<file path="config.mk">
export PLATFORM = sky130hd
export DESIGN_NAME = vad_fifo
export DESIGN_NICKNAME = d
export VERILOG_FILES = /design/src/rtl/vector_angle_degrees_defines.svh /design/src/rtl/vad_fifo.sv
export SDC_FILE = /design/constraint.sdc
export NUM_CORES = 1
export LEC_CHECK = 0
export BUFFER_PORTS_ARGS = -buffer_cell sky130_fd_sc_hd__buf_2
export CORE_ASPECT_RATIO = 1.1
export CORE_MARGIN = 2
export CORE_UTILIZATION = 30
export DETAILED_ROUTE_END_ITERATION = 10
export PLACE_DENSITY_LB_ADDON = 0.3
export SLEW_MARGIN = 40
export SYNTH_ARGS = -nofsm -noshare
export SYNTH_HDL_FRONTEND = slang
export SYNTH_SLANG_ARGS = --single-unit
export TNS_END_PERCENT = 1
</file>
<file path="constraint.sdc">
create_clock -name clock -period 3.18 [get_ports clock]
set_clock_uncertainty 0.2 [all_clocks]
set_input_delay 0.795 -clock clock [delete_from_list [all_inputs] [get_ports clock]]
set_output_delay 0.795 -clock clock [all_outputs]
set_load 0.01 [all_outputs]
</file>
<file path="src/rtl/vector_angle_degrees_defines.svh">
// Assertion macros for the vector angle block.
`ifndef VECTOR_ANGLE_DEGREES_DEFINES_SVH
`define VECTOR_ANGLE_DEGREES_DEFINES_SVH

// Implication checked every clock, masked while reset is high.
`define VAD_ASSERT_IMP(lbl, ante, cons, msg) \
   lbl: assert property (@(posedge clock) disable iff (reset) (ante) |-> (cons)) \
      else $error(msg);

// Check in the cycle after the antecedent.
`define VAD_ASSERT_NEXT(lbl, ante, cons, msg) \
   lbl: assert property (@(posedge clock) disable iff (reset) (ante) |=> (cons)) \
      else $error(msg);

`endif

</file>
<file path="src/rtl/vad_fifo.sv">
// Small first-word-fall-through queue.
`default_nettype none
module vad_fifo #(
   parameter int DATA_BITS = 8,
   parameter int DEPTH     = 4
) (
   input  wire logic                 clock,
   input  wire logic                 reset,
   input  wire logic                 push,
   output logic                      full,
   input  wire logic [DATA_BITS-1:0] wdata,
   input  wire logic                 pop,
   output logic                      empty,
   output logic [DATA_BITS-1:0]      rdata
);
   localparam int AW = (DEPTH > 1) ? $clog2(DEPTH) : 1;
   localparam int CW = $clog2(DEPTH + 1);

   logic [DATA_BITS-1:0] mem [DEPTH];
   logic [AW-1:0] wr_ptr_ff, wr_ptr_in, rd_ptr_ff, rd_ptr_in;
   logic [CW-1:0] count_ff, count_in;
   logic do_push, do_pop;

   assign full    = (count_ff == CW'(DEPTH));
   assign empty   = (count_ff == '0);
   assign do_push = push & ~full;
   assign do_pop  = pop & ~empty;
   assign rdata   = mem[rd_ptr_ff];

   always_comb begin
      wr_ptr_in = wr_ptr_ff;
      rd_ptr_in = rd_ptr_ff;
      count_in  = count_ff;
      if (do_push) begin
         wr_ptr_in = (wr_ptr_ff == AW'(DEPTH - 1)) ? '0 : wr_ptr_ff + 1'b1;
      end
      if (do_pop) begin
         rd_ptr_in = (rd_ptr_ff == AW'(DEPTH - 1)) ? '0 : rd_ptr_ff + 1'b1;
      end
      if (do_push && !do_pop) begin
         count_in = count_ff + 1'b1;
      end else if (do_pop && !do_push) begin
         count_in = count_ff - 1'b1;
      end
   end

   always_ff @(posedge clock) begin
      if (reset) begin
         wr_ptr_ff <= '0;
         rd_ptr_ff <= '0;
         count_ff  <= '0;
      end else begin
         wr_ptr_ff <= wr_ptr_in;
         rd_ptr_ff <= rd_ptr_in;
         count_ff  <= count_in;
      end
   end

   always_ff @(posedge clock) begin
      if (do_push) begin
         mem[wr_ptr_ff] <= wdata;
      end
   end
endmodule
`default_nettype wire

</file>
=== Word level (Yosys, flattened, before mapping) ===
Memory sizes are Yosys's and may differ from the RTL's. A register that Yosys moved wholly into a read port is not among the register bits.
Index checks and enable logic that the tools add are counted.
Widths: inputs -> output; s select.

* Output and inout port bits: 10
* Flip-flop bits (word level): 7
* Memories: 1
* RAM bits: 32

* Reductions and logical operators: 6
* Mux-type cells: 8
* Eq/ne operators: 3
* Bitwise logic cells: 4
* Add/subtract/negate cells: 4

{| class="wikitable"
|+ Memories
! name !! words !! bits a word !! rd ports !! clocked after memory_dff !! wr ports !! line !! source
|-
| mem || 4 || 8 || 1 || 1 || 1 || vad_fifo.sv:19 || <nowiki>logic [DATA_BITS-1:0] mem [DEPTH];</nowiki>
|}

{| class="wikitable"
|+ Operators by type and width
! operator !! number
|-
| $mux 2 || 4
|-
| $mux 3 || 2
|-
| $add 2x1->2 const B || 2
|-
| $eq 2x2->1 const B || 2
|-
| $add 3x1->3 const B || 1
|-
| $eq 3x3->1 const B || 1
|-
| $logic_not 3->1 || 1
|-
| $sub 3x1->3 const B || 1
|-
| $and 1x1->1 || 2
|-
| $logic_and 1x1->1 || 2
|-
| $logic_not 1->1 || 2
|-
| $mux 1 || 2
|-
| $not 1->1 || 2
|-
| $reduce_bool 2->1 || 1
|}

=== Longest topological paths before layout ===
* Word-level depth: 7
* Mapped depth: 10
* Mapped depth without buffers: 9

=== Worst setup path before layout ===
No wires, ideal clock.

* Path type: input -> register
* From: in push
* To: reg count_ff[2]
* Cell stages on the path: 8
* Library setup time: 0.070 ns
* Path slack: 0.682 ns
* Path buffers: 0
* Data arrival time: 2.228 ns
* Cells stage by stage: inv_1 nor2_2 ha_1 inv_1 fa_1 xor2_1 or3_2 a21oi_1

* Longest elaborated chain between the ends: 4
* Elaborated cells between the ends (all ways): 6
* Classes of those cells: mux (1); bitwise (1); reduce/logical (4)

{| class="wikitable"
|+ Ends and longest elaborated chain
! item !! line !! source
|-
| start: declaration || vad_fifo.sv:9 || <nowiki>input wire logic push,</nowiki>
|-
| $and 1x1->1 * || vad_fifo.sv:26 || <nowiki>assign do_push = push & ~full;</nowiki>
|-
| via do_push || vad_fifo.sv:22 || <nowiki>logic do_push, do_pop;</nowiki>
|-
| $logic_not 1->1 || vad_fifo.sv:42 || <nowiki>end else if (do_pop && !do_push) begin</nowiki>
|-
| $logic_and 1x1->1 || vad_fifo.sv:42 ||
|-
| $reduce_bool 2->1 (no source line) || -- ||
|-
| end signal: assignment || vad_fifo.sv:55 || <nowiki>count_ff <= count_in;</nowiki>
|-
| end: declaration || vad_fifo.sv:21 || <nowiki>logic [CW-1:0] count_ff, count_in;</nowiki>
|}

The timed path passes the listed nets; every way through them passes the cells marked *.
A chain may end at the register's enable or synchronous reset.

==> impl_results.md <==
- Status: complete, no violations
- Final Slew Violations: 0
- Fin crit share: 0.853
- Synth unique cells: 26
- Worst-path clk slew: approximately 0.080 ns
- Worst Setup End Kind: primary output
- First-pass GRT wire length: between 4000 and 5000 microns
- CTS Buf Count: 5
- CTS tree: built
- CTS Buffer Depth: 2
- Initial DRT Pass Iterations: 4
- Max-cap violations: 0
- Final Critical Period: between 2 and 3 ns
- Die X: about 75 microns
- Setup Crit Path Kind: flip-flop to primary output
- Slew @ Worst Pin: about 0.57 ns
- # rows: 28
- Largest net degree at the start of global routing: 14
- Worst-path maximum fanout: 8
- Starting density of the core: 0.309
- Share of cells above drive strength 1: 0.385
- # hold bufs at CTS: 0
- Pwr/cell area: ~760 mW/mm^2
- Final WL: ~2700 microns
- Arr. time, crit path: 1.72 ns
- Post-DP Area: approximately 0.0018 sq mm
- Post-DP HPWL: roughly 1900 microns
- Initial antenna violation count: 0
- H-tree Lvls: 2
- Main synth FF type: edfxtp_1
- Die area: approximately 0.006 sq mm
- Post-synthesis register bit count: 41
- Layout Area Growth over Synthesis: 17.3%
- Worst ir drop on vdd: approximately 0.28 mV
- Post-synth top area share: 0.584
- Leakage: roughly 0.70 nW
- Post-CTS Setup Inserts: 0
- # diodes: 0
- Vias per cell: between 4 and 5
- Origin of the critical flop-to-flop path: count_ff[0]$_SDFFE_PP0P_
- Post-synth top cells: edfxtp_1 (32), dfxtp_1 (9), mux4_2 (8), ha_1 (6)
- Vias in the first global route: roughly 950
- Synth warnings: 0
- Min Hold Slack: roughly 0.31 ns
- GRT Resource Usage Total: 0.103
- Final nets: 135
- CP Data Required Time: between 2 and 2.5 ns
- Vias: a little under 900
- Ys async rst share: 0
- Setup_tns: 0 ns
- Endpoints failing hold: 0
- Post-detailed-route wirelength per cell: approximately 14 microns
- Seq/Total Area, Yosys: 0.694
- Post-synth net total: around 110
- Number of synthesized flops with an enable pin: 32
- Num ports: 22
- Post-synth top area cell: edfxtp_1
- Total grt overflow: 0
- Worst skew pair latency: 0.29 ns
- Top cells by area, synth: edfxtp_1 (58%), dfxtp_1 (11%), mux4_2 (11%)
- Post-Synthesis Cell Area: around 0.0016 sq mm
- Height of the die: slightly above 80 microns
- Final ANT Viol Nets: 0
- Core footprint: between 0.005 and 0.006 sq mm
- Count leader, synth: edfxtp_1
- Num Clock Sinks: 41
- Mapped Avg Cell Area: approximately 18 sq um
- Post-CTS sizing: 0
- Clock root buffer: clkbuf_8
- Setup violators final: 0
- Slew headroom: 0.616
- Mapped Cells: 92
- Unrepaired setup endpoints after global routing: no
- RePlAce Congestion: roughly 0.62
- Finished layout cell area: about 0.0019 sq mm
- Hold Crit Class: flip-flop to flip-flop
- Fill cells: 523
- FMAX: around 370 MHz
- HP Start: rd_ptr_ff[0]$_SDFFE_PP0P_
- Buffers on Ports: 21
- Initial drt markers: 50
- Type of origin of the critical path: flip-flop
- # DRC: 0
layout by cell type (no fill, tap or decap), types with 2 or more instances in the layout:
master,n
clkbuf_8,5
buf_2,21
dfxtp_1,9
nor2_1,3
ha_1,6
xor2_1,2
nand3_1,2
and3_2,4
inv_1,4
a21oi_1,3
nor3_1,2
mux4_2,8
mux2i_1,2
o31ai_2,2
edfxtp_1,32
worst paths after layout:
check                                                end  slack [ns]  cells after the start
worst max-delay path                            rdata[6]        0.47                      2
worst min-delay path                           flip-flop        0.31                      2
worst max register to register  count_ff[2]$_SDFFE_PP0P_        0.56                      9
worst min register to register                 flip-flop        0.31                      2
layout make-up:
type                            instances  area [sq um]  share of cell area
Tap cell                               75          93.8              0.0486
Multi-Input combinational cell         42           457               0.237
Timing Repair Buffer                   21           105              0.0544
Clock buffer                            5          68.8              0.0356
Sequential cell                        41          1140               0.591
Clock inverter                          3          41.3              0.0214
Inverter                                5          23.8              0.0123
layer usage:
metal,global-route usage,vias to the layer above,part of all wire
met4,0.0268,0,0.010
met3,0.0417,5,0.051
met5,0,-,0
li1,-,396,-
met1,0.112,445,0.42
met2,0.185,23,0.52
logic make-up after synthesis:
group                    Yosys count  synth area share
multiplexers                      10             0.122
flip-flops                        41             0.694
XOR/XNOR                           2            0.0106
buffers and inverters              9            0.0289
AND/OR/NAND/NOR                   16            0.0570
adder cells (fa/ha/maj)            7            0.0578
AO/OA/AOI/OAI                      7            0.0304
registers in the layout (all words and copies together), names as in the netlist, named ones only:
name / cells
mem: 32
count_ff: 3
rd_ptr_ff: 2
wr_ptr_ff: 2
power by group:
group          internal (mW)  switching (mW)
registers              0.653          0.0658
clock network          0.231           0.176
logic                  0.174           0.163
through the flow:
| stage | std cells | util | power, mW | setup slack (ns) |
|---|---|---|---|---|
| after floorplan | 92 | - | 0.966 | 0.682 |
| after global placement | 184 | 0.342 | 1.05 | 0.496 |
| after detailed placement | 184 | 0.342 | 1.08 | 0.374 |
| after CTS | 192 | 0.363 | 1.48 | 0.401 |
| after global routing | 192 | 0.363 | 1.55 | 0.317 |
| final | 192 | 0.363 | 1.46 | 0.467 |
critical path, stage by stage (launching register included):
cell and delay, ns:
dfxtp_1 0.69, mux4_2 0.58, buf_2 0.16
No activity file was read; power rests on OpenSTA's default activity.
